[config.mk]
export PLATFORM = sky130hd
export DESIGN_NAME = ac97_controller_register_block
export DESIGN_NICKNAME = d
export VERILOG_FILES = /design/src/rtl/ac97_pkg.sv /design/src/rtl/ac97_front.sv /design/src/rtl/ac97_queue.sv /design/src/rtl/ac97_back.sv /design/src/rtl/ac97_controller_register_block.sv
export SDC_FILE = /design/constraint.sdc
export NUM_CORES = 2
export LEC_CHECK = 0
export BUFFER_PORTS_ARGS = -buffer_cell sky130_fd_sc_hd__buf_4
export CORE_MARGIN = 4
export CORE_UTILIZATION = 49
export DETAILED_ROUTE_END_ITERATION = 16
export GPL_TIMING_DRIVEN = 0
export MAX_ROUTING_LAYER = met4
export PLACE_DENSITY = 0.72
export SLEW_MARGIN = 10
export SYNTH_ARGS = -nofsm -noshare
export SYNTH_HDL_FRONTEND = slang
export SYNTH_SLANG_ARGS = --single-unit
[constraint.sdc]
create_clock -name clk_i -period 9.4 [get_ports clk_i]
set_input_delay 0 -clock clk_i [delete_from_list [all_inputs] [get_ports clk_i]]
set_output_delay 0 -clock clk_i [all_outputs]
set_load 0.05 [all_outputs]
[src/rtl/ac97_pkg.sv]
// Shared types, register codes and codec defaults for the AC97 register block.
`default_nettype none
package ac97_pkg;

  localparam int unsigned CODEC_WORDS = 64;
  localparam int unsigned CODEC_IDX_W = $clog2(CODEC_WORDS);

  localparam logic [15:0] RATE_MIN     = 16'd4000;
  localparam logic [15:0] RATE_MAX     = 16'd48000;
  localparam logic [31:0] VERSION_WORD = 32'h0000_0100;
  localparam logic [4:0]  KSTAT_FIXED  = 5'h03;
  localparam int unsigned RX_READY_BIT = 4;
  localparam int unsigned END_TX_BIT   = 10;
  localparam int unsigned END_RX_BIT   = 14;

  // Codec word indexes (byte address / 2) with special handling.
  localparam logic [CODEC_IDX_W-1:0] IDX_RESET = 6'h00;
  localparam logic [CODEC_IDX_W-1:0] IDX_PD    = 6'h13;
  localparam logic [CODEC_IDX_W-1:0] IDX_EXTID = 6'h14;
  localparam logic [CODEC_IDX_W-1:0] IDX_DAC   = 6'h16;
  localparam logic [CODEC_IDX_W-1:0] IDX_ADC   = 6'h19;
  localparam logic [CODEC_IDX_W-1:0] IDX_VID1  = 6'h3e;
  localparam logic [CODEC_IDX_W-1:0] IDX_VID2  = 6'h3f;

  localparam logic [15:0] PD_DEFAULT = 16'h000f;

  typedef enum logic [1:0] {
    KIND_READ  = 2'd0,
    KIND_WRITE = 2'd1,
    KIND_PLAY  = 2'd2,
    KIND_CAPT  = 2'd3
  } kind_e;

  typedef enum logic [4:0] {
    REG_NONE, REG_MODE, REG_ISLOT, REG_OSLOT, REG_CSTAT, REG_CMODE,
    REG_KRX, REG_KTX, REG_KSTAT, REG_KMODE, REG_STAT, REG_IEN, REG_IDIS,
    REG_IMASK, REG_VER, REG_RP, REG_RC, REG_TP, REG_TC, REG_RNP, REG_RNC,
    REG_TNP, REG_TNC, REG_XCTL, REG_XSTAT
  } reg_e;

  typedef enum logic {
    ST_IDLE,
    ST_FINISH
  } state_e;

  typedef struct packed {
    kind_e       kind;
    reg_e        rsel;
    logic [31:0] data;
    logic [15:0] bytes;
  } item_t;

  // Result beat layout, last member in the lowest bits.
  typedef struct packed {
    logic [4:0]  pad;
    logic [15:0] adc_rate;
    logic [15:0] dac_rate;
    logic [15:0] dma_length;
    logic [31:0] dma_address;
    logic        capture_on;
    logic        playback_on;
    logic        irq_line;
    logic [31:0] read_data;
  } result_t;

  function automatic logic [15:0] codec_default(input logic [CODEC_IDX_W-1:0] idx);
    logic [15:0] v;
    v = 16'h0000;
    unique case (idx)
      6'h00:                      v = 16'h0d50;
      6'h01, 6'h06, 6'h07:        v = 16'h8008;
      6'h02, 6'h03, 6'h0e:        v = 16'h8000;
      6'h08, 6'h09, 6'h0a,
      6'h0b, 6'h0c:               v = 16'h8808;
      6'h11:                      v = 16'h0101;
      6'h13:                      v = PD_DEFAULT;
      6'h14:                      v = 16'h0001;
      6'h16, 6'h19:               v = RATE_MAX;
      6'h3e:                      v = 16'h4e53;
      6'h3f:                      v = 16'h4331;
      default:                    v = 16'h0000;
    endcase
    return v;
  endfunction

endpackage
`default_nettype wire

[src/rtl/ac97_front.sv]
// Front end: takes input beats and decodes the register offset.
`default_nettype none
module ac97_front (
  input  logic               s_valid_i,
  output logic               s_ready_o,
  input  logic [1:0]         mode_i,
  input  logic [8:0]         offset_i,
  input  logic [31:0]        data_i,
  input  logic [15:0]        bytes_i,
  input  logic               q_full_i,
  output logic               q_push_o,
  output ac97_pkg::item_t    q_item_o
);
  import ac97_pkg::*;

  reg_e rsel;

  always_comb begin
    unique case (offset_i)
      9'h008:  rsel = REG_MODE;
      9'h010:  rsel = REG_ISLOT;
      9'h014:  rsel = REG_OSLOT;
      9'h028:  rsel = REG_CSTAT;
      9'h02c:  rsel = REG_CMODE;
      9'h040:  rsel = REG_KRX;
      9'h044:  rsel = REG_KTX;
      9'h048:  rsel = REG_KSTAT;
      9'h04c:  rsel = REG_KMODE;
      9'h050:  rsel = REG_STAT;
      9'h054:  rsel = REG_IEN;
      9'h058:  rsel = REG_IDIS;
      9'h05c:  rsel = REG_IMASK;
      9'h0fc:  rsel = REG_VER;
      9'h100:  rsel = REG_RP;
      9'h104:  rsel = REG_RC;
      9'h108:  rsel = REG_TP;
      9'h10c:  rsel = REG_TC;
      9'h110:  rsel = REG_RNP;
      9'h114:  rsel = REG_RNC;
      9'h118:  rsel = REG_TNP;
      9'h11c:  rsel = REG_TNC;
      9'h120:  rsel = REG_XCTL;
      9'h124:  rsel = REG_XSTAT;
      default: rsel = REG_NONE;
    endcase
  end

  assign s_ready_o = !q_full_i;
  assign q_push_o  = s_valid_i && !q_full_i;
  assign q_item_o  = '{kind: kind_e'(mode_i), rsel: rsel, data: data_i, bytes: bytes_i};

endmodule
`default_nettype wire

[src/rtl/ac97_queue.sv]
// Two-entry queue of decoded items between front and back end.
`default_nettype none
module ac97_queue (
  input  logic            clk_i,
  input  logic            rst_ni,
  input  logic            push_i,
  input  ac97_pkg::item_t item_i,
  input  logic            pop_i,
  output ac97_pkg::item_t item_o,
  output logic            full_o,
  output logic            empty_o
);
  import ac97_pkg::*;

  item_t      slot_q [2];
  logic       wr_ptr_q, wr_ptr_d;
  logic       rd_ptr_q, rd_ptr_d;
  logic [1:0] count_q, count_d;

  assign full_o  = (count_q == 2'd2);
  assign empty_o = (count_q == 2'd0);
  assign item_o  = slot_q[rd_ptr_q];

  always_comb begin
    wr_ptr_d = wr_ptr_q ^ push_i;
    rd_ptr_d = rd_ptr_q ^ pop_i;
    count_d  = count_q + {1'b0, push_i} - {1'b0, pop_i};
  end

  always_ff @(posedge clk_i or negedge rst_ni) begin
    if (!rst_ni) begin
      wr_ptr_q <= 1'b0;
      rd_ptr_q <= 1'b0;
      count_q  <= 2'd0;
    end else begin
      wr_ptr_q <= wr_ptr_d;
      rd_ptr_q <= rd_ptr_d;
      count_q  <= count_d;
    end
  end

  always_ff @(posedge clk_i) begin
    if (push_i) begin
      slot_q[wr_ptr_q] <= item_i;
    end
  end

endmodule
`default_nettype wire

[src/rtl/ac97_back.sv]
// Back end: register file, codec store, DMA windows and result register.
`default_nettype none
module ac97_back (
  input  logic              clk_i,
  input  logic              rst_ni,
  input  ac97_pkg::item_t   item_i,
  input  logic              q_empty_i,
  output logic              q_pop_o,
  output logic              out_valid_o,
  input  logic              out_ready_i,
  output ac97_pkg::result_t out_o
);
  import ac97_pkg::*;

  state_e state_q, state_d;
  logic   go, finish;

  logic [2:0]  ctrl_q, ctrl_d;
  logic [31:0] islot_q, islot_d, oslot_q, oslot_d;
  logic [14:0] cstat_q, cstat_d;
  logic [31:0] cmode_q, cmode_d;
  logic [15:0] hold_q, hold_d;
  logic [4:0]  kstat_q, kstat_d;
  logic [31:0] kmode_q, kmode_d, imask_q, imask_d;
  logic [31:0] rp_q, rp_d, rc_q, rc_d, tp_q, tp_d, tc_q, tc_d;
  logic [31:0] rnp_q, rnp_d, rnc_q, rnc_d, tnp_q, tnp_d, tnc_q, tnc_d;
  logic        rxen_q, rxen_d, txen_q, txen_d;
  logic [15:0] pd_q, pd_d, dac_q, dac_d, adc_q, adc_d;
  logic [CODEC_WORDS-1:0] cvalid_q, cvalid_d;
  logic        hload_q, hload_d;
  logic [CODEC_IDX_W-1:0] ridx_q, ridx_d;
  logic [31:0] rdata_q, rdata_d, addr_q, addr_d;
  logic [15:0] len_q, len_d;
  logic        ovalid_q, ovalid_d;
  result_t     out_q, out_d;

  logic [15:0] mem_q [CODEC_WORDS];
  logic [15:0] mem_rd_q;
  logic        mem_we;

  // Transfer datapath.
  logic        is_play, chan_ok, chan_on, do_xfer;
  logic [31:0] cur_ptr, cur_cnt, cur_nptr, cur_ncnt;
  logic [31:0] new_ptr, new_cnt, new_nptr, new_ncnt;
  logic [15:0] even, lim, moved;
  logic        win_end;

  logic [CODEC_IDX_W-1:0] cidx;
  logic        rate_ok, irq_now;
  logic [15:0] hold_val;

  assign cidx    = item_i.data[22:17];
  assign rate_ok = (item_i.data[15:0] >= RATE_MIN) && (item_i.data[15:0] <= RATE_MAX);
  assign irq_now = ((|(cstat_q & cmode_q[14:0])) && imask_q[3]) ||
                   ((|(kstat_q & kmode_q[4:0])) && imask_q[2]);
  assign chan_ok = ctrl_q[0] && (cmode_q[22:21] == 2'b11);

  assign is_play  = (item_i.kind == KIND_PLAY);
  assign cur_ptr  = is_play ? tp_q  : rp_q;
  assign cur_cnt  = is_play ? tc_q  : rc_q;
  assign cur_nptr = is_play ? tnp_q : rnp_q;
  assign cur_ncnt = is_play ? tnc_q : rnc_q;
  assign chan_on  = chan_ok && (is_play ? txen_q : rxen_q);
  assign even     = {item_i.bytes[15:1], 1'b0};
  assign lim      = {cur_cnt[14:0], 1'b0};
  assign moved    = ((cur_cnt[31:15] != 17'd0) || (even <= lim)) ? even : lim;
  assign do_xfer  = (item_i.kind == KIND_PLAY || item_i.kind == KIND_CAPT) &&
                    chan_on && (moved != 16'd0);

  always_comb begin
    new_ptr  = cur_ptr + {16'd0, moved};
    new_cnt  = cur_cnt - {17'd0, moved[15:1]};
    new_nptr = cur_nptr;
    new_ncnt = cur_ncnt;
    win_end  = (new_cnt == 32'd0);
    if (win_end && (cur_ncnt != 32'd0)) begin
      new_ptr  = cur_nptr;
      new_cnt  = cur_ncnt;
      new_nptr = 32'd0;
      new_ncnt = 32'd0;
    end
  end

  // Value of a codec read, resolved once the store read has landed.
  always_comb begin
    if (ridx_q == IDX_PD) begin
      hold_val = pd_q;
    end else if (ridx_q == IDX_DAC) begin
      hold_val = dac_q;
    end else if (ridx_q == IDX_ADC) begin
      hold_val = adc_q;
    end else if (cvalid_q[ridx_q]) begin
      hold_val = mem_rd_q;
    end else begin
      hold_val = codec_default(ridx_q);
    end
  end

  // Sequencer: next state.
  always_comb begin
    state_d = state_q;
    unique case (state_q)
      ST_IDLE:   if (!q_empty_i && !ovalid_q) state_d = ST_FINISH;
      ST_FINISH: state_d = ST_IDLE;
      default:   state_d = ST_IDLE;
    endcase
  end

  // Sequencer: outputs.
  always_comb begin
    go     = 1'b0;
    finish = 1'b0;
    unique case (state_q)
      ST_IDLE:   go = !q_empty_i && !ovalid_q;
      ST_FINISH: finish = 1'b1;
      default:   go = 1'b0;
    endcase
  end

  assign q_pop_o = go;

  always_comb begin
    ctrl_d = ctrl_q;   islot_d = islot_q; oslot_d = oslot_q; cstat_d = cstat_q;
    cmode_d = cmode_q; hold_d = hold_q;   kstat_d = kstat_q; kmode_d = kmode_q;
    imask_d = imask_q; rp_d = rp_q; rc_d = rc_q; tp_d = tp_q; tc_d = tc_q;
    rnp_d = rnp_q; rnc_d = rnc_q; tnp_d = tnp_q; tnc_d = tnc_q;
    rxen_d = rxen_q; txen_d = txen_q; pd_d = pd_q; dac_d = dac_q; adc_d = adc_q;
    cvalid_d = cvalid_q; hload_d = 1'b0; ridx_d = ridx_q;
    rdata_d = rdata_q; addr_d = addr_q; len_d = len_q;
    mem_we = 1'b0;
    ovalid_d = ovalid_q && !out_ready_i;
    out_d = out_q;

    if (go) begin
      rdata_d = 32'd0;
      addr_d  = 32'd0;
      len_d   = 16'd0;
      unique case (item_i.kind)
        KIND_READ: begin
          unique case (item_i.rsel)
            REG_MODE:  rdata_d = {29'd0, ctrl_q};
            REG_ISLOT: rdata_d = islot_q;
            REG_OSLOT: rdata_d = oslot_q;
            REG_CSTAT: begin
              rdata_d = {17'd0, cstat_q};
              cstat_d = 15'd0;
            end
            REG_CMODE: rdata_d = cmode_q;
            REG_KRX: begin
              rdata_d = {16'd0, hold_q};
              kstat_d[RX_READY_BIT] = 1'b0;
            end
            REG_KSTAT: rdata_d = {27'd0, kstat_q | KSTAT_FIXED};
            REG_KMODE: rdata_d = kmode_q;
            REG_STAT:  rdata_d = {28'd0, |(cstat_q & cmode_q[14:0]),
                                  |(kstat_q & kmode_q[4:0]), 2'b00};
            REG_IMASK: rdata_d = imask_q;
            REG_VER:   rdata_d = VERSION_WORD;
            REG_RP:    rdata_d = rp_q;
            REG_RC:    rdata_d = rc_q;
            REG_TP:    rdata_d = tp_q;
            REG_TC:    rdata_d = tc_q;
            REG_RNP:   rdata_d = rnp_q;
            REG_RNC:   rdata_d = rnc_q;
            REG_TNP:   rdata_d = tnp_q;
            REG_TNC:   rdata_d = tnc_q;
            REG_XSTAT: rdata_d = {23'd0, txen_q, 7'd0, rxen_q};
            default:   rdata_d = 32'd0;
          endcase
        end
        KIND_WRITE: begin
          unique case (item_i.rsel)
            REG_MODE: begin
              ctrl_d = item_i.data[2:0];
              if (item_i.data[1]) begin
                cvalid_d = '0;
                pd_d = PD_DEFAULT; dac_d = RATE_MAX; adc_d = RATE_MAX;
              end
            end
            REG_ISLOT: islot_d = item_i.data;
            REG_OSLOT: oslot_d = item_i.data;
            REG_CMODE: cmode_d = item_i.data;
            REG_KTX: begin
              if (item_i.data[23]) begin
                hload_d = 1'b1;
                ridx_d  = cidx;
                kstat_d[RX_READY_BIT] = 1'b1;
              end else if (cidx == IDX_RESET) begin
                cvalid_d = '0;
                pd_d = PD_DEFAULT; dac_d = RATE_MAX; adc_d = RATE_MAX;
              end else if (cidx == IDX_DAC) begin
                if (rate_ok) dac_d = item_i.data[15:0];
              end else if (cidx == IDX_ADC) begin
                if (rate_ok) adc_d = item_i.data[15:0];
              end else if (cidx == IDX_PD) begin
                pd_d = {item_i.data[15:4], pd_q[3:0]};
              end else if (cidx != IDX_EXTID && cidx != IDX_VID1 && cidx != IDX_VID2) begin
                mem_we = 1'b1;
                cvalid_d[cidx] = 1'b1;
              end
            end
            REG_KMODE: kmode_d = item_i.data;
            REG_IEN:   imask_d = imask_q | item_i.data;
            REG_IDIS:  imask_d = imask_q & ~item_i.data;
            REG_RP:    rp_d  = item_i.data;
            REG_RC:    rc_d  = item_i.data;
            REG_TP:    tp_d  = item_i.data;
            REG_TC:    tc_d  = item_i.data;
            REG_RNP:   rnp_d = item_i.data;
            REG_RNC:   rnc_d = item_i.data;
            REG_TNP:   tnp_d = item_i.data;
            REG_TNC:   tnc_d = item_i.data;
            REG_XCTL: begin
              if (item_i.data[0]) rxen_d = 1'b1;
              if (item_i.data[1]) rxen_d = 1'b0;
              if (item_i.data[8]) txen_d = 1'b1;
              if (item_i.data[9]) txen_d = 1'b0;
            end
            default: ;
          endcase
        end
        default: begin
          if (do_xfer) begin
            addr_d = cur_ptr;
            len_d  = moved;
            if (is_play) begin
              tp_d = new_ptr; tc_d = new_cnt; tnp_d = new_nptr; tnc_d = new_ncnt;
              if (win_end) cstat_d[END_TX_BIT] = 1'b1;
            end else begin
              rp_d = new_ptr; rc_d = new_cnt; rnp_d = new_nptr; rnc_d = new_ncnt;
              if (win_end) cstat_d[END_RX_BIT] = 1'b1;
            end
          end
        end
      endcase
    end

    if (finish) begin
      if (hload_q) hold_d = hold_val;
      ovalid_d = 1'b1;
      out_d = '{pad: 5'd0, adc_rate: adc_q, dac_rate: dac_q, dma_length: len_q,
                dma_address: addr_q, capture_on: chan_ok && rxen_q,
                playback_on: chan_ok && txen_q, irq_line: irq_now, read_data: rdata_q};
    end
  end

  always_ff @(posedge clk_i or negedge rst_ni) begin
    if (!rst_ni) begin
      state_q <= ST_IDLE;
      ctrl_q <= '0; islot_q <= '0; oslot_q <= '0; cstat_q <= '0; cmode_q <= '0;
      hold_q <= '0; kstat_q <= KSTAT_FIXED; kmode_q <= '0; imask_q <= '0;
      rp_q <= '0; rc_q <= '0; tp_q <= '0; tc_q <= '0;
      rnp_q <= '0; rnc_q <= '0; tnp_q <= '0; tnc_q <= '0;
      rxen_q <= 1'b0; txen_q <= 1'b0;
      pd_q <= PD_DEFAULT; dac_q <= RATE_MAX; adc_q <= RATE_MAX;
      cvalid_q <= '0; hload_q <= 1'b0; ovalid_q <= 1'b0;
    end else begin
      state_q <= state_d;
      ctrl_q <= ctrl_d; islot_q <= islot_d; oslot_q <= oslot_d; cstat_q <= cstat_d;
      cmode_q <= cmode_d; hold_q <= hold_d; kstat_q <= kstat_d; kmode_q <= kmode_d;
      imask_q <= imask_d;
      rp_q <= rp_d; rc_q <= rc_d; tp_q <= tp_d; tc_q <= tc_d;
      rnp_q <= rnp_d; rnc_q <= rnc_d; tnp_q <= tnp_d; tnc_q <= tnc_d;
      rxen_q <= rxen_d; txen_q <= txen_d;
      pd_q <= pd_d; dac_q <= dac_d; adc_q <= adc_d;
      cvalid_q <= cvalid_d; hload_q <= hload_d; ovalid_q <= ovalid_d;
    end
  end

  always_ff @(posedge clk_i) begin
    ridx_q  <= ridx_d;
    rdata_q <= rdata_d;
    addr_q  <= addr_d;
    len_q   <= len_d;
    out_q   <= out_d;
  end

  // Codec store: one write and one registered read port.
  always_ff @(posedge clk_i) begin
    if (mem_we) begin
      mem_q[cidx] <= item_i.data[15:0];
    end
    mem_rd_q <= mem_q[cidx];
  end

  assign out_valid_o = ovalid_q;
  assign out_o       = out_q;

endmodule
`default_nettype wire

[src/rtl/ac97_controller_register_block.sv]
// Top level of the AC97 controller register block with PDC-style DMA.
//
//   Channel   Direction  Payload
//   s_axis    in         tuser: mode; tdata: offset, write data, transfer bytes
//   m_axis    out        tdata: read data, irq, enables, DMA window, codec rates
//
// Each item passes through the back end in ST_IDLE, which executes the access
// or transfer against the register file and issues the codec store read, and
// then in ST_FINISH, which settles the codec read-back and loads the result
// register. A new item starts only once the result register is empty, so the
// back end takes no new item before the result beat of the last one is taken.
// The front end decodes offsets and fills a two-entry queue, so up to two input
// beats are taken while the back end works or the output stalls.
// Reset is asynchronous and active low; it restores the control, status and
// DMA registers and the codec defaults, but not the result register.
`default_nettype none
module ac97_controller_register_block (
  input  logic         clk_i,
  input  logic         rst_ni,
  input  logic         s_axis_tvalid_i,
  output logic         s_axis_tready_o,
  // [8:0] register_offset, [40:9] write_data, [56:41] transfer_bytes, rest zero
  input  logic [63:0]  s_axis_tdata_i,
  // [1:0] mode
  input  logic [1:0]   s_axis_tuser_i,
  output logic         m_axis_tvalid_o,
  input  logic         m_axis_tready_i,
  // [31:0] read_data, [32] irq_line, [33] playback_on, [34] capture_on,
  // [66:35] dma_address, [82:67] dma_length, [98:83] dac_rate,
  // [114:99] adc_rate, rest zero
  output logic [119:0] m_axis_tdata_o
);
  import ac97_pkg::*;

  logic    q_push, q_pop, q_full, q_empty;
  item_t   push_item, head_item;
  result_t result;

  ac97_front u_front (
    .s_valid_i (s_axis_tvalid_i),
    .s_ready_o (s_axis_tready_o),
    .mode_i    (s_axis_tuser_i),
    .offset_i  (s_axis_tdata_i[8:0]),
    .data_i    (s_axis_tdata_i[40:9]),
    .bytes_i   (s_axis_tdata_i[56:41]),
    .q_full_i  (q_full),
    .q_push_o  (q_push),
    .q_item_o  (push_item)
  );

  ac97_queue u_queue (
    .clk_i   (clk_i),
    .rst_ni  (rst_ni),
    .push_i  (q_push),
    .item_i  (push_item),
    .pop_i   (q_pop),
    .item_o  (head_item),
    .full_o  (q_full),
    .empty_o (q_empty)
  );

  ac97_back u_back (
    .clk_i       (clk_i),
    .rst_ni      (rst_ni),
    .item_i      (head_item),
    .q_empty_i   (q_empty),
    .q_pop_o     (q_pop),
    .out_valid_o (m_axis_tvalid_o),
    .out_ready_i (m_axis_tready_i),
    .out_o       (result)
  );

  assign m_axis_tdata_o = result;

endmodule
`default_nettype wire

# Word-level counts from Yosys, hierarchy flattened
# Memory sizes are Yosys's and may differ from the RTL's. A register that Yosys moved wholly into a read port is not among the register bits.
# Index checks and enable logic that the tools add are counted.
[totals]
memories = 3
latchBits = 0
mem_bits_ro = 1024
elab_cells = 342
reg_bits = 760
input_bits = 70
out_inout_bits = 122
ram_bits = 1134
[classes]
n_addsub = 4
bitwise = 12
n_mul = 0
magnitude_cmp = 6
n_eq_ne = 87
n_reduce_logical = 69
shifts = 0
mux = 118
n_div = 0
[memory_table]
columns = ["memory", "words", "word_bits", "rd", "rd_ports_with_merged_regs", "wr", "line_no", "rtl"]
rows = [
  ["(no name shown)", 64, 16, 1, 1, 0, "ac97_pkg.sv:69", "unique case (idx)"],
  ["u_back.mem_q", 64, 16, 1, 1, 1, "ac97_back.sv:37", "logic [15:0] mem_q [CODEC_WORDS];"],
  ["u_queue.slot_q", 2, 55, 1, 0, 1, "ac97_queue.sv:15", "item_t slot_q [2];"],
]
[op_table]
columns = ["operator", "n"]
rows = [
  ["$mux 32", 32],
  ["$pmux 32 s20", 1],
  ["$pmux 32 s2", 9],
  ["$mux 64", 7],
  ["$mux 16", 20],
  ["$pmux 64 s2", 1],
  ["$pmux 5 s24", 1],
  ["$pmux 16 s2", 3],
  ["$eq 9x9->1 const B", 10],
  ["$eq 9x7->1 const B", 8],
  ["$or 64x64->64", 1],
  ["$eq 5x5->1 const B", 9],
  ["$reduce_and 5->1", 9],
  ["$eq 5x4->1 const B", 8],
  ["$eq 6x5->1 const B", 6],
  ["$mux 1", 36],
  ["$add 32x16->32", 1],
  ["$and 32x32->32", 1],
  ["$logic_not 32->1", 1],
  ["$not 32->32", 1],
  ["$or 32x32->32", 1],
  ["$reduce_bool 32->1", 1],
  ["$sub 32x15->32", 1],
  ["$ne 2x2->1 const B", 14],
  ["48 further kinds", 114],
]

# Longest topological paths before layout
# An unclocked memory read counts as a cell.
[depth]
ltp_word = 15
ltp_mapped = 39
mapped_depth_nobuf = 28

# Hierarchy
# From an unflattened synthesis, not the netlist that was laid out.
[hier_totals]
hier_cells = 5704
area_unflattened_um2 = 83629.0
[modules_own_cells]
columns = ["mod", "area_per_inst_um2", "instances", "seq_area_each_um2", "cells_each"]
rows = [
  ["ac97_back", 78545.3, 1, 51137.8, 5410],
  ["ac97_queue", 4341.7, 1, 3403.3, 187],
  ["ac97_front", 742.0, 1, 0.0, 107],
]

# Least setup slack after synthesis
# OpenSTA, ideal clock, no wires.
[synth_path]
kind = "reg2reg"
start = "register u_queue.rd_ptr_q"
end = "register u_back.rnc_q[11]"
synth_period_minus_slack_ns = 9.653
required_time_ns = 9.268
setup_time_ns = 0.132
path_stages_with_launch = 40
arrival_time_ns = 9.522
setup_slack_ns = -0.253
n_path_buf = 13
cell_sequence = "dfrtp_1 -> buf_2 -> buf_1 -> clkbuf_1 -> buf_2 -> buf_2 -> mux2i_1 -> ha_1 -> buf_4 -> buf_2 -> buf_1 -> mux2i_1 -> ha_1 -> a21oi_1 -> maj3_1 -> o211a_1 -> or2_0 -> clkbuf_1 -> [... 4 more ...] -> ha_1 -> nor2b_1 -> o21ai_0 -> a21oi_1 -> and3_1 -> a32oi_1 -> o2111ai_2 -> and2_1 -> buf_2 -> a211oi_1 -> xor2_1 -> or4_1 -> or4b_4 -> nor2_4 -> buf_4 -> o21ai_2 -> buf_2 -> o2bb2ai_1"
[synth_via]
elab_chain_cells = 13
elab_cells_between_ends = 32
cone_classes = "add/sub (1); order compare (1); eq/ne (6); mux (9); bitwise (1); reduce/logical (13); memory (1)"
[synth_rtl]
columns = ["item", "line_no", "rtl"]
rows = [
  ["start, declared", "ac97_queue.sv:17", "logic rd_ptr_q, rd_ptr_d;"],
  ["start signal, assigned", "ac97_queue.sv:37", "rd_ptr_q <= rd_ptr_d;"],
  ["$mem_v2 2x55 *", "-", ""],
  ["$eq 2x2->1", "ac97_back.sv:58", "assign is_play = (item_i.kind == KIND_PLAY);"],
  ["$mux 32", "ac97_back.sv:60", "assign cur_cnt = is_play ? tc_q : rc_q;"],
  ["$le 16x16->1 / $reduce_bool 17->1 (equally long branches)", "ac97_back.sv:66", "assign moved = ((cur_cnt[31:15] != 17'd0) || (even <= lim)) ? even : lim;"],
  ["$logic_or 1x1->1", "ac97_back.sv:66", ""],
  ["$mux 16 *", "ac97_back.sv:66", ""],
  ["via u_back.moved[2]", "ac97_back.sv:45", "logic [15:0] even, lim, moved;"],
  ["$sub 32x15->32", "ac97_back.sv:72", "new_cnt = cur_cnt - {17'd0, moved[15:1]};"],
  ["$logic_not 32->1", "ac97_back.sv:75", "win_end = (new_cnt == 32'd0);"],
  ["$logic_and 1x1->1", "ac97_back.sv:76", "if (win_end && (cur_ncnt != 32'd0)) begin"],
  ["$mux 32", "ac97_back.sv:76", ""],
  ["$mux 32", "ac97_back.sv:226", "if (is_play) begin"],
  ["$mux 32", "ac97_back.sv:223", "if (do_xfer) begin"],
  ["$pmux 32 s2", "ac97_back.sv:138", "unique case (item_i.kind)"],
  ["end signal, assigned", "ac97_back.sv:263", "rnp_q <= rnp_d; rnc_q <= rnc_d; tnp_q <= tnp_d; tnc_q <= tnc_d;"],
  ["end, declared", "ac97_back.sv:26", "logic [31:0] rnp_q, rnp_d, rnc_q, rnc_d, tnp_q, tnp_d, tnc_q, tnc_d;"],
]
# Mark *: on every way through the listed nets, which the timed path passes. The rest lies on a longest branch. The select of a mux whose other input is x is not followed.
# A chain may end at the register's enable or synchronous reset.

# Worst setup path after layout
[layout_path]
start = "register u_queue.rd_ptr_q"
end = "register u_back.rp_q[0]"
[layout_via]
elab_chain_cells = 13
elab_cells_between_ends = 35
cone_classes = "add/sub (2); order compare (1); eq/ne (6); mux (11); bitwise (1); reduce/logical (13); memory (1)"
[layout_rtl]
columns = ["item", "line_no", "rtl"]
rows = [
  ["$mem_v2 2x55 *", "-", ""],
  ["$eq 2x2->1", "ac97_back.sv:58", ""],
  ["$mux 32", "ac97_back.sv:60", ""],
  ["$le 16x16->1 / $reduce_bool 17->1 (equally long branches)", "ac97_back.sv:66", ""],
  ["$logic_or 1x1->1", "ac97_back.sv:66", ""],
  ["$mux 16 *", "ac97_back.sv:66", ""],
  ["via u_back.moved[6]", "ac97_back.sv:45", ""],
  ["$sub 32x15->32", "ac97_back.sv:72", ""],
  ["$logic_not 32->1", "ac97_back.sv:75", ""],
  ["$logic_and 1x1->1", "ac97_back.sv:76", ""],
  ["$mux 32", "ac97_back.sv:76", ""],
  ["$mux 32", "ac97_back.sv:226", ""],
  ["$mux 32", "ac97_back.sv:223", ""],
  ["$pmux 32 s2", "ac97_back.sv:138", ""],
  ["end signal, assigned", "ac97_back.sv:262", "rp_q <= rp_d; rc_q <= rc_d; tp_q <= tp_d; tc_q <= tc_d;"],
  ["end, declared", "ac97_back.sv:25", "logic [31:0] rp_q, rp_d, rc_q, rc_d, tp_q, tp_d, tc_q, tc_d;"],
]
# Marks and branches as above.

==> impl_metrics.ini <==
[logic_synthesis]
synthArstFlopShare_pct = 29.0
yosysSeqAreaShare_pct = 65.5
synth_area_leaders = edfxtp_1, dfrtp_1, nand2_1, nand3_1, a21oi_1
ys.flop_type = edfxtp_1
synth-seq-cells = 1916
synth.top_cell.area_share_pct = 48.0
synth_edf_count = 1331
synthCells = 7113
synth_cell_types = 95
synthTopCellsByCount = edfxtp_1, nand2_1, nand3_1, dfrtp_1, nor2_1
synth_most_common_cell = edfxtp_1
netlist_area_um2 = 83200
yosys_warnings = 0
synth_top_cell_by_area = edfxtp_1
avgSynthCellArea_um2 = 11.7

[status]
status = finished, violations left
violations = capacitance limit, slew limit, setup timing

[floorplanning]
die_w_um = 420
die_area_um2 = 177000
start_util_pct = 49.5
core_area_um2 = 168000
die_h_um = 420
pin_count = 192
num_rows = 150

[finish]
syn_to_final_growth_pct = 18.6
regArea_um2 = 54500
fill_cells = 13407
drive_gt1_share_pct = 12.3
design_area_um2 = 98700
final_nets = 7950
multi_input_area_um2 = 27800

[place]
post-place-ws_ns = -5.06
place.gp.congestion = 1.07
placed_area_um2 = 89500
port_buffers = 175
dpl.hpwl_um = 285000

[clock_network]
cts_buffer_depth = 3
cts_sinks = 1916
numCtsBuffers = 199
htreeDepth = 4
cts_root_buffer = clkbuf_16
tritoncts = yes
insertion_delay_ns = 0.90
clk_pin_slew_worst_paths_ns = 0.06

[critical_path]
crit_type = register to register
path_delay_family = buffers and inverters
worstPathArrival_ns = 10.34
critPathBufInv = 12
required_ns = 10.12
critPathSlowestCell = a21oi_1
cp-end-kind = register
cp_max_fo = 10
worst_path_most_repeated_cell = buf_12
cp-start-kind = register
slowest_delay_ns = 0.94

[grt]
grt_pass1_wl_um = 525000
antenna_found_initial = 15
grt_use_total_pct = 44.7
grt_pass1_vias = 63910
grt_max_degree = 93
grt_overflow_total = 0

[sta]
clock.fmax_ghz = 0.104
rsz0062_at_grt = true
post-route-min-period_ns = 9.62
post-route-period-util_pct = 102
relSlewSlack_pct = -4.02
setup_viol = 55
tightest_slew_ns = 1.56
skew_ns = 0.0758
fin_hold_ws_ns = 0.0757
slew_violations = 11
fin_ws_ns = -0.217
fin_tns_setup_ns = -3.86
finalHoldViolCount = 0

[detailed_routing]
wl_per_cell_um = 37.8
wirelength_um = 386000
detail-route-antenna-nets = 0
drc = 0
viasPerCell = 6.65
via_count = 67995
drtIter0Drc = 10493
drt_pass1_iterations = 6

[worst_hold_path]
min_path_type = input port to register

[power]
ir_worst_vdd_v = 0.000271
power_density_nw_per_um2 = 375
total_leakage_power_nw = 36.6

[job]
max_cap_viol_count = 1
[report_power, final]
group | internal (mW) | total [mW] | leakage, nW | switching (mW)
clock network | 4.70 | 8.25 | 3.29 | 3.55
registers | 11.2 | 12.8 | 19.7 | 1.57
logic | 4.07 | 16.0 | 13.6 | 11.9
[metrics by stage]
step	total power, mW	std cells	utilization, %
global placement	27.3	9609	52.2
CTS	36.1	10195	58.5
finish	37.0	10223	58.7
floorplan	19.7	7230	-
detailed placement	27.6	9681	53.3
global route	37.7	10217	58.7
[logic make-up (layout without fill, tap and decap cells)]
group                      Yosys count  count (layout)  synth area share [%]
and+or+nand+nor                   2735            2735                  14.3
DFF                               1916            1916                  65.5
AOI/OAI and AO/OA                 1497            1497                  12.2
buffers and inverters              576            1348                  2.68
muxes                              275             275                  3.95
xor gates and xnor gates            62              62                 0.652
adders and majority gates           51              51                 0.782
other                                1             135               0.00451
[flip-flops by register name (all words and copies together) (netlist names), 64 cells and up, named ones only]
signal,flops
u_back.mem_q,1024
u_back.out_o,114
u_queue.slot_q,108
u_back.cvalid_q,64
[cell usage in the layout, fill, tap and decap left out, drive strengths merged, types with 69 or more instances in the layout]
master / n
nor3: 75
a311oi: 153
clkinv: 96
dfrtp: 541
inv: 69
a21oi: 409
mux2: 94
nand2: 1307
and3: 94
a31oi: 164
mux2i: 148
nor2: 503
edfxtp: 1331
nand3: 576
conb: 118
buf: 379
clkbuf: 651
o21ai: 234
dlygate4sd3: 118
[per-layer routing]
layer | up-vias | wire, µm | global-route usage (%)
li1 | 27891 | - | -
met1 | 33897 | 133000 | 52.1
met2 | 4840 | 173000 | 67.0
met3 | 1367 | 37900 | 9.71
met4 | 0 | 43000 | 36.4
met5 | - | 0 | -
[area by class of cell]
type	instances	share of cell area, %
plain buffers	501	2.37
clock buffers	248	5.38
repair buffers	400	4.14
inverters	74	0.342
multi-input cells	4738	28.2
clock inverters	125	1.51
well taps	2204	2.79
flip-flops and latches	1916	55.2
diodes	17	0.0431
[repair_timing]
action                     4_1_cts  5_1_grt
gates cloned                     0        1
hold endpoints to repair       452        0
setup endpoints to repair      305      258
pin swaps                       15        7
resized for setup              161       40
buffers inserted                22        9
hold buffers                   119        0
[worst reg2reg max path: cells and delay by family (launching register included)]
kind,cells,cell delay [ns]
buf+inv,12,2.65
compound gates,7,2.51
mux,3,1.54
simple gates,4,1.54
fa+ha+maj,3,0.83
flops,1,0.42
[path summary, 6_finish.rpt]
kind	startpoint	depth (start not counted)	to	slack, ns
setup / recovery	u_queue.rd_ptr_q	29	u_back.rp_q[0]	-0.22
hold / removal	s_axis_tdata_i[4]	4	u_queue.slot_q[0][52]	0.08
setup reg to reg	u_queue.rd_ptr_q	29	u_back.rp_q[0]	-0.22
hold reg to reg	u_back.rdata_q[4]	0	u_back.out_o[4]	0.42
max in group asynchronous	rst_ni	5	u_back.oslot_q[25]	8.10
min in group asynchronous	rst_ni	4	u_back.tnc_q[2]	0.35
(Power assumes the default switching activity.)
